==> config.mk <==
export PLATFORM = sky130hd
export DESIGN_NAME = sorted_key_value_table_flat
export DESIGN_NICKNAME = d
export VERILOG_FILES = /design/src/hdl/skvt_pkg.sv /design/src/hdl/skvt_if.sv /design/src/hdl/skvt_dp.sv /design/src/hdl/skvt_ctrl.sv /design/src/hdl/sorted_key_value_table.sv /design/src/flat_wrapper.sv
export SDC_FILE = /design/constraint.sdc
export NUM_CORES = 2
export LEC_CHECK = 0
export ABC_AREA = 0
export BUFFER_PORTS_ARGS = -buffer_cell sky130_fd_sc_hd__buf_4
export CAP_MARGIN = 10
export CORE_MARGIN = 3
export CORE_UTILIZATION = 50
export DETAILED_ROUTE_END_ITERATION = 12
export PLACE_DENSITY = 0.66
export SETUP_SLACK_MARGIN = 0.4
export SLEW_MARGIN = 20
export SYNTH_ARGS = -nofsm -noshare
export SYNTH_HDL_FRONTEND = slang
export SYNTH_SLANG_ARGS = --single-unit
==> constraint.sdc <==
create_clock -name clk_i -period 20.1 [get_ports clk_i]
set_input_delay 2.01 -clock clk_i [delete_from_list [all_inputs] [get_ports clk_i]]
set_output_delay 2.01 -clock clk_i [all_outputs]
set_load 0.01 [all_outputs]
==> src/hdl/skvt_pkg.sv <==
// ----------------------------------------------------------------------------
// skvt_pkg: shared types and constants of the sorted key/value table
// Field widths, command and status codes, and the controller/datapath bundles.
// ----------------------------------------------------------------------------
package skvt_pkg;

  localparam int CAPACITY      = 16;
  localparam int CMD_W         = 3;
  localparam int KEY_W         = 32;
  localparam int VAL_W         = 32;
  localparam int STATUS_W      = 3;
  localparam int ENTRY_COUNT_W = 5;
  localparam int CNT_W         = $clog2(CAPACITY + 1);
  localparam int IDX_W         = (CAPACITY > 1) ? $clog2(CAPACITY) : 1;

  typedef enum logic [CMD_W-1:0] {
    CMD_INSERT = 3'd0,
    CMD_REMOVE = 3'd1,
    CMD_LOOKUP = 3'd2,
    CMD_CLEAR  = 3'd3,
    CMD_DUMP   = 3'd4
  } cmd_e;

  typedef enum logic [STATUS_W-1:0] {
    ST_OK       = 3'd0,
    ST_DUP      = 3'd1,
    ST_NOTFOUND = 3'd2,
    ST_FULL     = 3'd3,
    ST_EMPTY    = 3'd4
  } status_e;

  // controller -> datapath
  typedef struct packed {
    logic    load_req;
    logic    idx_clr;
    logic    idx_inc;
    logic    do_insert;
    logic    do_remove;
    logic    do_clear;
    logic    out_load;
    status_e out_status;
    logic    out_entry;
    logic    out_last;
  } dp_cmd_t;

  // datapath -> controller
  typedef struct packed {
    logic [CMD_W-1:0] command;
    logic             scan_more;
    logic             hit;
    logic             full;
    logic             empty;
    logic             dump_last;
    logic             out_free;
  } dp_sts_t;

endpackage

==> src/hdl/skvt_if.sv <==
// ----------------------------------------------------------------------------
// skvt_if: request and response channels of the sorted key/value table
// Valid/ready channels; a beat moves when valid and ready are both high.
// ----------------------------------------------------------------------------
interface skvt_req_if;
  logic                                valid;
  logic                                ready;
  logic        [skvt_pkg::CMD_W-1:0]   command;
  logic signed [skvt_pkg::KEY_W-1:0]   key;
  logic signed [skvt_pkg::VAL_W-1:0]   value;

  modport source (output valid, command, key, value, input ready);
  modport sink   (input valid, command, key, value, output ready);
endinterface

interface skvt_rsp_if;
  logic                                     valid;
  logic                                     ready;
  logic        [skvt_pkg::STATUS_W-1:0]     status;
  logic signed [skvt_pkg::KEY_W-1:0]        out_key;
  logic signed [skvt_pkg::VAL_W-1:0]        out_value;
  logic        [skvt_pkg::ENTRY_COUNT_W-1:0] entry_count;
  logic                                     last;

  modport source (output valid, status, out_key, out_value, entry_count, last, input ready);
  modport sink   (input valid, status, out_key, out_value, entry_count, last, output ready);
endinterface

==> src/hdl/skvt_dp.sv <==
// ----------------------------------------------------------------------------
// skvt_dp: datapath of the sorted key/value table
// Entry row with neighbor shifting, scan index, fill count and output register.
// ----------------------------------------------------------------------------
module skvt_dp (
  input  logic                                      clk_i,
  input  logic                                      rst_ni,
  input  skvt_pkg::dp_cmd_t                         cmd_i,
  output skvt_pkg::dp_sts_t                         sts_o,
  input  logic        [skvt_pkg::CMD_W-1:0]         req_command_i,
  input  logic signed [skvt_pkg::KEY_W-1:0]         req_key_i,
  input  logic signed [skvt_pkg::VAL_W-1:0]         req_value_i,
  output logic                                      rsp_valid_o,
  input  logic                                      rsp_ready_i,
  output logic        [skvt_pkg::STATUS_W-1:0]      rsp_status_o,
  output logic signed [skvt_pkg::KEY_W-1:0]         rsp_key_o,
  output logic signed [skvt_pkg::VAL_W-1:0]         rsp_value_o,
  output logic        [skvt_pkg::ENTRY_COUNT_W-1:0] rsp_count_o,
  output logic                                      rsp_last_o
);

  localparam int CNT_W = skvt_pkg::CNT_W;
  localparam int IDX_W = skvt_pkg::IDX_W;

  logic signed [skvt_pkg::KEY_W-1:0] key_q [skvt_pkg::CAPACITY];
  logic signed [skvt_pkg::VAL_W-1:0] val_q [skvt_pkg::CAPACITY];

  logic        [skvt_pkg::CMD_W-1:0] cmd_q;
  logic signed [skvt_pkg::KEY_W-1:0] in_key_q;
  logic signed [skvt_pkg::VAL_W-1:0] in_val_q;

  logic [CNT_W-1:0] count_q, count_d;
  logic [CNT_W-1:0] idx_q, idx_d;

  logic signed [skvt_pkg::KEY_W-1:0] rd_key;
  logic signed [skvt_pkg::VAL_W-1:0] rd_val;
  logic                              in_range;

  logic                                      out_valid_q, out_valid_d;
  logic        [skvt_pkg::STATUS_W-1:0]      out_status_q;
  logic signed [skvt_pkg::KEY_W-1:0]         out_key_q;
  logic signed [skvt_pkg::VAL_W-1:0]         out_val_q;
  logic        [skvt_pkg::ENTRY_COUNT_W-1:0] out_count_q;
  logic                                      out_last_q;

  assign rd_key   = key_q[idx_q[IDX_W-1:0]];
  assign rd_val   = val_q[idx_q[IDX_W-1:0]];
  assign in_range = idx_q < count_q;

  always_comb begin
    sts_o.command   = cmd_q;
    sts_o.scan_more = in_range && (rd_key < in_key_q);
    sts_o.hit       = in_range && (rd_key == in_key_q);
    sts_o.full      = count_q == CNT_W'(skvt_pkg::CAPACITY);
    sts_o.empty     = count_q == '0;
    sts_o.dump_last = (idx_q + CNT_W'(1)) == count_q;
    sts_o.out_free  = !out_valid_q || rsp_ready_i;
  end

  always_comb begin
    count_d = count_q;
    if (cmd_i.do_clear) begin
      count_d = '0;
    end else if (cmd_i.do_insert) begin
      count_d = count_q + CNT_W'(1);
    end else if (cmd_i.do_remove) begin
      count_d = count_q - CNT_W'(1);
    end
  end

  always_comb begin
    idx_d = idx_q;
    if (cmd_i.idx_clr) begin
      idx_d = '0;
    end else if (cmd_i.idx_inc) begin
      idx_d = idx_q + CNT_W'(1);
    end
  end

  always_comb begin
    out_valid_d = out_valid_q;
    if (cmd_i.out_load) begin
      out_valid_d = 1'b1;
    end else if (rsp_ready_i) begin
      out_valid_d = 1'b0;
    end
  end

  always_ff @(posedge clk_i or negedge rst_ni) begin
    if (!rst_ni) begin
      count_q     <= '0;
      idx_q       <= '0;
      out_valid_q <= 1'b0;
    end else begin
      count_q     <= count_d;
      idx_q       <= idx_d;
      out_valid_q <= out_valid_d;
    end
  end

  always_ff @(posedge clk_i) begin
    if (cmd_i.load_req) begin
      cmd_q    <= req_command_i;
      in_key_q <= req_key_i;
      in_val_q <= req_value_i;
    end
    if (cmd_i.out_load) begin
      out_status_q <= cmd_i.out_status;
      out_key_q    <= cmd_i.out_entry ? rd_key : '0;
      out_val_q    <= cmd_i.out_entry ? rd_val : '0;
      out_count_q  <= skvt_pkg::ENTRY_COUNT_W'(count_d);
      out_last_q   <= cmd_i.out_last;
    end
  end

  // Each entry takes its new pair, its lower neighbor (insert) or its upper
  // neighbor (remove), relative to the scan index.
  for (genvar i = 0; i < skvt_pkg::CAPACITY; i++) begin : g_entry
    logic signed [skvt_pkg::KEY_W-1:0] up_key, dn_key;
    logic signed [skvt_pkg::VAL_W-1:0] up_val, dn_val;

    if (i > 0) begin : g_up
      assign up_key = key_q[i-1];
      assign up_val = val_q[i-1];
    end else begin : g_up_none
      assign up_key = '0;
      assign up_val = '0;
    end

    if (i < skvt_pkg::CAPACITY - 1) begin : g_dn
      assign dn_key = key_q[i+1];
      assign dn_val = val_q[i+1];
    end else begin : g_dn_none
      assign dn_key = '0;
      assign dn_val = '0;
    end

    always_ff @(posedge clk_i) begin
      if (cmd_i.do_insert && (CNT_W'(i) == idx_q)) begin
        key_q[i] <= in_key_q;
        val_q[i] <= in_val_q;
      end else if (cmd_i.do_insert && (CNT_W'(i) > idx_q)) begin
        key_q[i] <= up_key;
        val_q[i] <= up_val;
      end else if (cmd_i.do_remove && (CNT_W'(i) >= idx_q)) begin
        key_q[i] <= dn_key;
        val_q[i] <= dn_val;
      end
    end
  end

  assign rsp_valid_o  = out_valid_q;
  assign rsp_status_o = out_status_q;
  assign rsp_key_o    = out_key_q;
  assign rsp_value_o  = out_val_q;
  assign rsp_count_o  = out_count_q;
  assign rsp_last_o   = out_last_q;

endmodule

==> src/hdl/skvt_ctrl.sv <==
// ----------------------------------------------------------------------------
// skvt_ctrl: controller of the sorted key/value table
// Accepts a command, steps the key scan, then issues the update and results.
// ----------------------------------------------------------------------------
module skvt_ctrl (
  input  logic                         clk_i,
  input  logic                         rst_ni,
  input  logic                         req_valid_i,
  input  logic [skvt_pkg::CMD_W-1:0]   req_command_i,
  output logic                         req_ready_o,
  input  skvt_pkg::dp_sts_t            sts_i,
  output skvt_pkg::dp_cmd_t            cmd_o
);

  typedef enum logic [3:0] {
    S_IDLE = 4'b0001,
    S_SCAN = 4'b0010,
    S_RESP = 4'b0100,
    S_DUMP = 4'b1000
  } state_e;

  state_e state_q, state_d;

  always_comb begin
    state_d     = state_q;
    req_ready_o = 1'b0;
    cmd_o       = '0;
    unique case (state_q)
      S_IDLE: begin
        req_ready_o = 1'b1;
        if (req_valid_i) begin
          cmd_o.load_req = 1'b1;
          cmd_o.idx_clr  = 1'b1;
          case (req_command_i) inside
            skvt_pkg::CMD_INSERT, skvt_pkg::CMD_REMOVE, skvt_pkg::CMD_LOOKUP: begin
              state_d = S_SCAN;
            end
            skvt_pkg::CMD_DUMP: state_d = S_DUMP;
            default:            state_d = S_RESP;
          endcase
        end
      end
      S_SCAN: begin
        // advance past smaller keys; stop at the lower bound
        if (sts_i.scan_more) begin
          cmd_o.idx_inc = 1'b1;
        end else begin
          state_d = S_RESP;
        end
      end
      S_RESP: begin
        if (sts_i.out_free) begin
          cmd_o.out_load = 1'b1;
          cmd_o.out_last = 1'b1;
          state_d        = S_IDLE;
          case (sts_i.command)
            skvt_pkg::CMD_INSERT: begin
              if (sts_i.hit) begin
                cmd_o.out_status = skvt_pkg::ST_DUP;
              end else if (sts_i.full) begin
                cmd_o.out_status = skvt_pkg::ST_FULL;
              end else begin
                cmd_o.do_insert = 1'b1;
              end
            end
            skvt_pkg::CMD_REMOVE: begin
              if (sts_i.hit) begin
                cmd_o.do_remove = 1'b1;
              end else begin
                cmd_o.out_status = skvt_pkg::ST_NOTFOUND;
              end
            end
            skvt_pkg::CMD_LOOKUP: begin
              if (sts_i.hit) begin
                cmd_o.out_entry = 1'b1;
              end else begin
                cmd_o.out_status = skvt_pkg::ST_NOTFOUND;
              end
            end
            skvt_pkg::CMD_CLEAR: cmd_o.do_clear = 1'b1;
            default: ;
          endcase
        end
      end
      S_DUMP: begin
        if (sts_i.out_free) begin
          cmd_o.out_load = 1'b1;
          if (sts_i.empty) begin
            cmd_o.out_status = skvt_pkg::ST_EMPTY;
            cmd_o.out_last   = 1'b1;
            state_d          = S_IDLE;
          end else begin
            cmd_o.out_entry = 1'b1;
            cmd_o.out_last  = sts_i.dump_last;
            cmd_o.idx_inc   = 1'b1;
            if (sts_i.dump_last) begin
              state_d = S_IDLE;
            end
          end
        end
      end
      default: state_d = S_IDLE;
    endcase
  end

  always_ff @(posedge clk_i or negedge rst_ni) begin
    if (!rst_ni) begin
      state_q <= S_IDLE;
    end else begin
      state_q <= state_d;
    end
  end

endmodule

==> src/hdl/sorted_key_value_table.sv <==
// ----------------------------------------------------------------------------
// sorted_key_value_table: sorted table of unique signed keys with data
// Insert, remove, lookup, clear and in-order dump over up to CAPACITY pairs.
// ----------------------------------------------------------------------------
// Each request beat is taken when the block is idle and answered on the
// response channel; a finished response waits in an output register, so the
// next request is taken while it is still pending. Insert, remove and lookup
// scan the stored keys one entry per cycle from the lowest, stopping at the
// first key not below the request key or at the end of the stored entries;
// the shift of the entry row on insert or remove is done in the same cycle
// as the response. Dump emits one beat per cycle while the sink is ready,
// one for each stored entry in ascending key order, or a single empty-table
// beat. There is no clearing pass after reset: the fill count alone marks
// which entries hold data.
module sorted_key_value_table (
  input  logic       clk_i,
  input  logic       rst_ni,
  skvt_req_if.sink   req_i,
  skvt_rsp_if.source rsp_o
);

  skvt_pkg::dp_cmd_t dp_cmd;
  skvt_pkg::dp_sts_t dp_sts;

  skvt_ctrl u_ctrl (
    .clk_i         (clk_i),
    .rst_ni        (rst_ni),
    .req_valid_i   (req_i.valid),
    .req_command_i (req_i.command),
    .req_ready_o   (req_i.ready),
    .sts_i         (dp_sts),
    .cmd_o         (dp_cmd)
  );

  skvt_dp u_dp (
    .clk_i         (clk_i),
    .rst_ni        (rst_ni),
    .cmd_i         (dp_cmd),
    .sts_o         (dp_sts),
    .req_command_i (req_i.command),
    .req_key_i     (req_i.key),
    .req_value_i   (req_i.value),
    .rsp_valid_o   (rsp_o.valid),
    .rsp_ready_i   (rsp_o.ready),
    .rsp_status_o  (rsp_o.status),
    .rsp_key_o     (rsp_o.out_key),
    .rsp_value_o   (rsp_o.out_value),
    .rsp_count_o   (rsp_o.entry_count),
    .rsp_last_o    (rsp_o.last)
  );

  // a new response never overwrites one the sink has not taken
  a_out_load_free: assert property (@(posedge clk_i) disable iff (!rst_ni)
    dp_cmd.out_load |-> dp_sts.out_free)
    else $error("response loaded over a pending beat");

  // insert only into a table with room and without the key
  a_insert_legal: assert property (@(posedge clk_i) disable iff (!rst_ni)
    dp_cmd.do_insert |-> (!dp_sts.full && !dp_sts.hit))
    else $error("insert into full table or over a present key");

  // remove only a key that the scan found
  a_remove_hit: assert property (@(posedge clk_i) disable iff (!rst_ni)
    dp_cmd.do_remove |-> dp_sts.hit)
    else $error("remove of a missing key");

  // no request is taken while the table is being updated
  a_accept_quiet: assert property (@(posedge clk_i) disable iff (!rst_ni)
    (req_i.valid && req_i.ready) |-> !(dp_cmd.do_insert || dp_cmd.do_remove ||
                                       dp_cmd.out_load))
    else $error("request taken during an update");

endmodule
==> src/flat_wrapper.sv <==
// flat-port wrapper written by rule: the top's interface ports become plain ports
module sorted_key_value_table_flat 
  (clk_i, rst_ni, req_i_valid, req_i_command, req_i_key, req_i_value, req_i_ready, rsp_o_valid, rsp_o_status, rsp_o_out_key, rsp_o_out_value, rsp_o_entry_count, rsp_o_last, rsp_o_ready);
  skvt_req_if req_i_i ();
  skvt_rsp_if rsp_o_i ();
  input  logic clk_i;
  input  logic rst_ni;
  input wire logic [$bits(req_i_i.valid)-1:0] req_i_valid;
  input wire logic [$bits(req_i_i.command)-1:0] req_i_command;
  input wire logic [$bits(req_i_i.key)-1:0] req_i_key;
  input wire logic [$bits(req_i_i.value)-1:0] req_i_value;
  output wire logic [$bits(req_i_i.ready)-1:0] req_i_ready;
  output wire logic [$bits(rsp_o_i.valid)-1:0] rsp_o_valid;
  output wire logic [$bits(rsp_o_i.status)-1:0] rsp_o_status;
  output wire logic [$bits(rsp_o_i.out_key)-1:0] rsp_o_out_key;
  output wire logic [$bits(rsp_o_i.out_value)-1:0] rsp_o_out_value;
  output wire logic [$bits(rsp_o_i.entry_count)-1:0] rsp_o_entry_count;
  output wire logic [$bits(rsp_o_i.last)-1:0] rsp_o_last;
  input wire logic [$bits(rsp_o_i.ready)-1:0] rsp_o_ready;
  assign req_i_i.valid = req_i_valid;
  assign req_i_i.command = req_i_command;
  assign req_i_i.key = req_i_key;
  assign req_i_i.value = req_i_value;
  assign req_i_ready = req_i_i.ready;
  assign rsp_o_valid = rsp_o_i.valid;
  assign rsp_o_status = rsp_o_i.status;
  assign rsp_o_out_key = rsp_o_i.out_key;
  assign rsp_o_out_value = rsp_o_i.out_value;
  assign rsp_o_entry_count = rsp_o_i.entry_count;
  assign rsp_o_last = rsp_o_i.last;
  assign rsp_o_i.ready = rsp_o_ready;
  sorted_key_value_table u_core (.clk_i(clk_i), .rst_ni(rst_ni), .req_i(req_i_i), .rsp_o(rsp_o_i));
endmodule
## Yosys cells after proc, flatten, opt, wreduce, memory -nomap -nowiden

Memory sizes are Yosys's and may differ from the RTL's. A register that Yosys moved wholly into a read port is not among the register bits.
Cells that the tools add are included.

| cells by class | value |
|---|---|
| order comparisons | 34 |
| $mul | 0 |
| equal/unequal tests | 33 |
| add/sub/neg operators | 3 |
| reduce and logical (&&, ||, !) cells | 62 |
| div/mod/pow operators | 0 |
| shift operators | 0 |
| bitwise logic cells | 64 |
| multiplexer cells | 248 |

Operators by type and width:

| cell | count |
|---|---|
| two-way mux 32 bit | 64 |
| two-way mux 1 bit | 158 |
| bitwise OR 1 bit | 64 |
| logical AND 1 bit | 50 |
| equality test 4 x 5 -> 1 bit (first input constant) | 8 |
| >= comparator 4 x 5 -> 1 bit (first input constant) | 8 |
| greater-than comparator 4 x 5 -> 1 bit (first input constant) | 8 |
| equality test 32 bit | 1 |
| less-than comparator 32 bit | 1 |
| two-way mux 4 bit | 8 |
| two-way mux 5 bit | 5 |
| equality test 3 x 5 -> 1 bit (first input constant) | 4 |
| >= comparator 3 x 5 -> 1 bit (first input constant) | 4 |
| greater-than comparator 3 x 5 -> 1 bit (first input constant) | 4 |
| one-hot mux 4 bit (4 select lines) | 1 |
| one-hot mux 6 bit (2 select lines) | 1 |
| adder 5 x 1 -> 5 bit (second input constant) | 2 |
| equality test 2 x 5 -> 1 bit (first input constant) | 2 |
| >= comparator 1 x 5 -> 1 bit (first input constant) | 2 |
| >= comparator 2 x 5 -> 1 bit (first input constant) | 2 |
| greater-than comparator 1 x 5 -> 1 bit (first input constant) | 2 |
| greater-than comparator 2 x 5 -> 1 bit (first input constant) | 2 |
| zero test 5 bit | 2 |
| two-way mux 2 bit | 5 |
| 27 further kinds | 36 |

| storage, ports and cells | value |
|---|---|
| bits of input ports | 71 |
| bits in writable memories | 1024 |
| register bits | 123 |
| bits in read-only memories | 0 |
| logic and storage cells | 457 |
| memories | 2 |
| latch bits | 0 |

Memories:

| name | depth | width | rd ports | clocked after memory_dff | wr ports | RTL line | source |
|---|---|---|---|---|---|---|---|
| u_core.u_dp.key_q | 16 | 32 | 17 | 0 | 16 | skvt_dp.sv:25 | `logic signed [skvt_pkg::KEY_W-1:0] key_q [skvt_pkg::CAPACITY];` |
| u_core.u_dp.val_q | 16 | 32 | 17 | 1 | 16 | skvt_dp.sv:26 | `logic signed [skvt_pkg::VAL_W-1:0] val_q [skvt_pkg::CAPACITY];` |

## Depth between registers and ports, before layout

An unclocked memory read counts as a cell.

| depth | value |
|---|---|
| depth after elaboration | 13 |
| depth in mapped cells | 18 |
| depth with buffers taken out | 11 |

## Modules after synthesis

From an unflattened synthesis, not the netlist that was laid out.

| unflattened totals | value |
|---|---|
| cells, all modules | 5327 |
| area, all modules | 65552.9 um2 |

By module, submodules not included:

| module | times used | area an instance (um2) | cells each |
|---|---|---|---|
| skvt_dp | 1 | 65111.2 | 5277 |
| skvt_ctrl | 1 | 441.7 | 50 |

## Least setup slack after synthesis

Ideal clock, no wire load.

| timing | value |
|---|---|
| path kind | flip-flop to flip-flop |
| start point | register u_core.u_dp.idx_q[1] |
| end point | memory u_core.u_dp.key_q[4][0] (netlist bit) (enable) |
| cell stages (with the launch flop) | 15 |
| period minus slack after synthesis | 9.628 ns |
| setup time | 0.582 ns |
| slack | 10.472 ns |
| buffers on the path | 4 |
| arrival | 9.047 ns |
| cell sequence | dfrtp_1 clkbuf_1 clkbuf_1 buf_1 mux4_2 mux4_2 ha_1 nand3_2 nor3_2 nand3_1 nor3_1 mux2i_1 nand2_1 clkbuf_1 a211oi_1 |

RTL lines:

| element | RTL line | source |
|---|---|---|
| start, declared | skvt_dp.sv:33 | `logic [CNT_W-1:0] idx_q, idx_d;` |
| start signal, assigned | skvt_dp.sv:96 | `idx_q <= idx_d;` |
| end, declared | skvt_dp.sv:25 |  |

==> run_results.csv <==
group,metric,value,unit
timing,setup_ws,11.78,ns
grt,grt_start_max_net_pins,84,
floorplan,io_pins,146,
timing,hold_viol,0,
logic_synthesis,synth.top_cells.by_area,"edfxtp_1 53%, mux4_2 11%, mux2i_1 8.8%",
timing,drv_slew,0,
critical_path,slowest_delay,0.80,ns
logic_synthesis,synth.most_common_cell,"nand2_1",
placement,dp_cells,7130,
clocking,clockBufferDepth,3,
grt,grt_overflow,0,
detailed_routing,drt_wl_total,224800,µm
critical_path,required,20.52,ns
logic_synthesis,synth_warnings,0,
cells_and_area,layout-drive-gt1-share,0.1567,
critical_path,r2r_end,"u_core.u_dp.val_q[3][18]$_DFFE_PP_",
detailed_routing,vias,50300,
floorplan,initial_core_util,0.5045,
critical_path,r2r_start,"u_core.u_dp.idx_q[1]$_DFFE_PN0P_",
logic_synthesis,synth-seq-cells,1179,
critical_path,end_kind,"flop",
placement,port_buffers,145,
floorplan,die_h,367.7,µm
timing,finalSetupTns,0,ns
logic_synthesis,yosys.area.top_type,"edfxtp_1",
power,powerDensity,93.76,nW/µm²
critical_path,crit_type,"flop to flop",
logic_synthesis,syn_area_per_cell,11.60,µm²
critical_path,cp.arrival,8.73,ns
logic_synthesis,seq_area_frac_synth,0.5401,
logic_synthesis,synthCells,5637,
cells_and_area,final_cell_count_no_fill,7381,
logic_synthesis,synthArstFlopShare,0.01272,
detailed_routing,wire_per_inst,30.46,µm
hold_path,min-delay-start,"u_core.u_dp.key_q[15][29]$_SDFFCE_PP0P_",
detailed_routing,route.detailed.drc,0,
cells_and_area,syn_to_final_growth,10.20,%
critical_path,r2r_cells,15,
timing,worst_pin_slew,1.260,ns
critical_path,r2r_slack,11.78,ns
logic_synthesis,dominantRegCellSynth,"edfxtp_1",
critical_path,cpLargestDelayFamily,"buffers and inverters",
power,p_int,4.850,mW
clocking,worstSkewPairLatency,0.81,ns
clocking,cts_setup_buffers,0,
timing,max_freq,120.2,MHz
logic_synthesis,ys_types,66,
grt,antenna_found_initial,9,
grt,first_global_vias,47970,
power,power.leakage,26.32,nW
hold_path,whs_endpoint,"u_core.u_dp.key_q[14][29]$_DFFE_PP_",
power,p_sw_frac,0.2824,
timing,fin_crit_sh,0.4139,
critical_path,crit_fanout,39,
placement,globalplace.congestion,0.9121,
grt,grt_pass1_wl,329600,µm
logic_synthesis,synth.top_cell.area_share,0.5344,
placement,hpwl,126400,µm
timing,holdWs,0.5482,ns
hold_path,min_path_cells,2,
cells_and_area,regArea,35350,µm²
power,finalPower,6.759,mW
critical_path,crit_top_cell,"buf_4",
power,seqPwrFrac,0.469,
clocking,cts_max_level,4,
critical_path,critPathBufInv,5,
power,switching_power,1.908,mW
detailed_routing,drt_iter0_markers,8110,
detailed_routing,ant_nets,0,
clocking,cts_resized,0,
cells_and_area,fillers,10740,
timing,clock_skew,0.05591,ns
floorplan,core,129600,µm²
run_status,status,"completed",
cells_and_area,multi_input_area,28110,µm²
power,peakVddDrop,0.08251,mV
timing,rsz0062_at_grt,"false",
detailed_routing,avgViaCountPerCell,6.815,
logic_synthesis,netlist_area,65410,µm²
clocking,clkTransAtPathRegs,0.06,ns
floorplan,fp.dieW,367.7,µm
logic_synthesis,synthTopCellsByCount,"1186 x nand2_1, 1164 x edfxtp_1, 578 x mux2i_1, 484 x nor2_1, 391 x o21ai_0",
logic_synthesis,synth_edf_count,1164,
critical_path,crit_slowest_cell,"dfrtp_4",
critical_path,crit_path_cell_trace,"buf_4 -> buf_4 -> mux4_2 -> mux4_2 -> ha_1 -> nand4_1 -> nor3_2 -> nand3_1 -> nor3_1 -> mux2i_1 -> nand2_1 -> buf_4 -> nor2_4 -> buf_4 -> buf_4",
floorplan,rows,132,
hold_path,hold_class,"flop to flop",
power,clockPowerShare,0.363,
timing,post-route-min-period,8.319,ns
logic_synthesis,synth_nets,5750,
timing,setup_violations,0,
grt,track_usage,0.3282,
cells_and_area,nets,5639,
critical_path,cp-start-kind,"flop",
power,combPwrFrac,0.168,
clocking,cts_tree,"done",
clocking,cts_buffers,136,
timing,max-slew-margin-rel,0.1600,
floorplan,die_area,135200,µm²
placement,pre_cts_slack,11.90,ns
clocking,cts_hold_buf,0,
clocking,cts_sinks,1179,
detailed_routing,dr.pass1.iters,6,
clocking,root_buffer,"clkbuf_16",
run,max-cap-violations,0,
logic make-up (layout without fill, tap and decap cells):
group,Yosys count,after routing,synth area share
compound gates,1047,1047,0.09189
xor+xnor,6,6,0.0008035
fa+ha+maj,43,43,0.008187
buf+inv,553,552,0.03566
flops,1179,1179,0.5401
mux,964,964,0.2100
other cells,0,3,0
simple gates,1845,1845,0.1133
registers in the layout, summed over array words and instances (netlist names), 4 cells and up:
| register | cells |
|---|---|
| u_core.u_dp.rsp_count_o | 5 |
| u_core.u_dp.rsp_key_o | 32 |
| u_core.u_dp.key_q | 512 |
| u_core.u_dp.idx_q | 5 |
| u_core.u_dp.in_key_q | 32 |
| u_core.u_dp.rsp_value_o | 32 |
| u_core.u_dp.count_q | 5 |
| u_core.u_dp.val_q | 512 |
| u_core.u_ctrl.state_q | 4 |
| u_core.u_dp.in_val_q | 32 |
cell type report:
cell class,count,area share
Inverter,42,0.002222
Clock inverter,77,0.009790
Antenna cell,3,0.0001041
Clock buffer,171,0.04992
Multi-Input combinational cell,3905,0.3899
Sequential cell,1179,0.4903
Timing Repair Buffer,262,0.02746
Tap cell,1742,0.03024
stage by stage:
step | instance area, µm² | utilization
2_1_floorplan | 65410 | -
3_3_place_gp | 67770 | 0.5227
3_5_place_dp | 67770 | 0.5227
4_1_cts | 72080 | 0.5559
5_1_grt | 72080 | 0.5559
6_report | 72080 | 0.5560
cells in the final DEF, fill, tap and decap left out, drive strengths merged, types with 3 or more instances in the layout:
| cell | instances |
|---|---|
| or2 | 4 |
| nor4 | 8 |
| dfrtp | 14 |
| xnor2 | 3 |
| inv | 47 |
| clkbuf | 171 |
| a31oi | 324 |
| ha | 42 |
| o211ai | 9 |
| nor3 | 19 |
| a2111oi | 6 |
| mux2i | 578 |
| clkinvlp | 5 |
| a21oi | 219 |
| nor2 | 485 |
| xor2 | 3 |
| buf | 262 |
| or4 | 7 |
| o21ai | 397 |
| edfxtp | 1164 |
| nand4 | 13 |
| mux2 | 66 |
| a211oi | 10 |
| nand2b | 8 |
| clkinv | 59 |
| a22o | 64 |
| nand2 | 1186 |
| mux4 | 320 |
| nand4b | 4 |
| nor2b | 68 |
| nand3 | 23 |
| o31ai | 3 |
| bufinv | 8 |
| and2 | 3 |
| diode | 3 |
| and3 | 5 |
power groups by stage:
| stage | Clock [mW] | Sequential [mW] | Combinational (mW) |
|---|---|---|---|
| final | 2.45 | 3.17 | 1.13 |
| after global routing | 2.57 | 3.18 | 1.24 |
| after CTS | 2.48 | 3.16 | 1.13 |
| after detailed placement | 0 | 3.21 | 1.12 |
| after global placement | 0 | 3.21 | 1.08 |
| after floorplan | 0 | 3.10 | 0.830 |
worst max path at each step:
stage / start / cells after the start / to
6_report: u_core.u_dp.idx_q[1]$_DFFE_PN0P_ / 15 / u_core.u_dp.val_q[3][18]$_DFFE_PP_
5_1_grt: u_core.u_dp.idx_q[1]$_DFFE_PN0P_ / 15 / u_core.u_dp.val_q[3][18]$_DFFE_PP_
4_1_cts: u_core.u_dp.idx_q[1]$_DFFE_PN0P_ / 15 / u_core.u_dp.val_q[3][18]$_DFFE_PP_
3_5_place_dp: u_core.u_dp.idx_q[1]$_DFFE_PN0P_ / 15 / u_core.u_dp.val_q[3][18]$_DFFE_PP_
3_3_place_gp: u_core.u_dp.idx_q[1]$_DFFE_PN0P_ / 15 / u_core.u_dp.val_q[3][17]$_DFFE_PP_
2_1_floorplan: u_core.u_dp.idx_q[1]$_DFFE_PN0P_ / 14 / u_core.u_dp.key_q[4][0]$_DFFE_PP_
worst register-to-register path, delay by kind of cell (launching register included):
family / cells / cell delay, ns
mux: 3 / 1.60
buf+inv: 5 / 2.88
fa+ha+maj: 1 / 0.32
flops: 1 / 0.80
simple gates: 6 / 2.35
layer usage:
| metal | global-route usage | part of all wire | vias to the layer above |
|---|---|---|---|
| met1 | 0.4564 | 0.38 | 24900 |
| met4 | 0.1408 | 0.044 | 2 |
| met3 | 0.07249 | 0.13 | 630 |
| met5 | 0 | 0.000089 | - |
| li1 | - | - | 20810 |
| met2 | 0.4997 | 0.45 | 3962 |
Note: power is estimated with default switching activity, not from simulation.
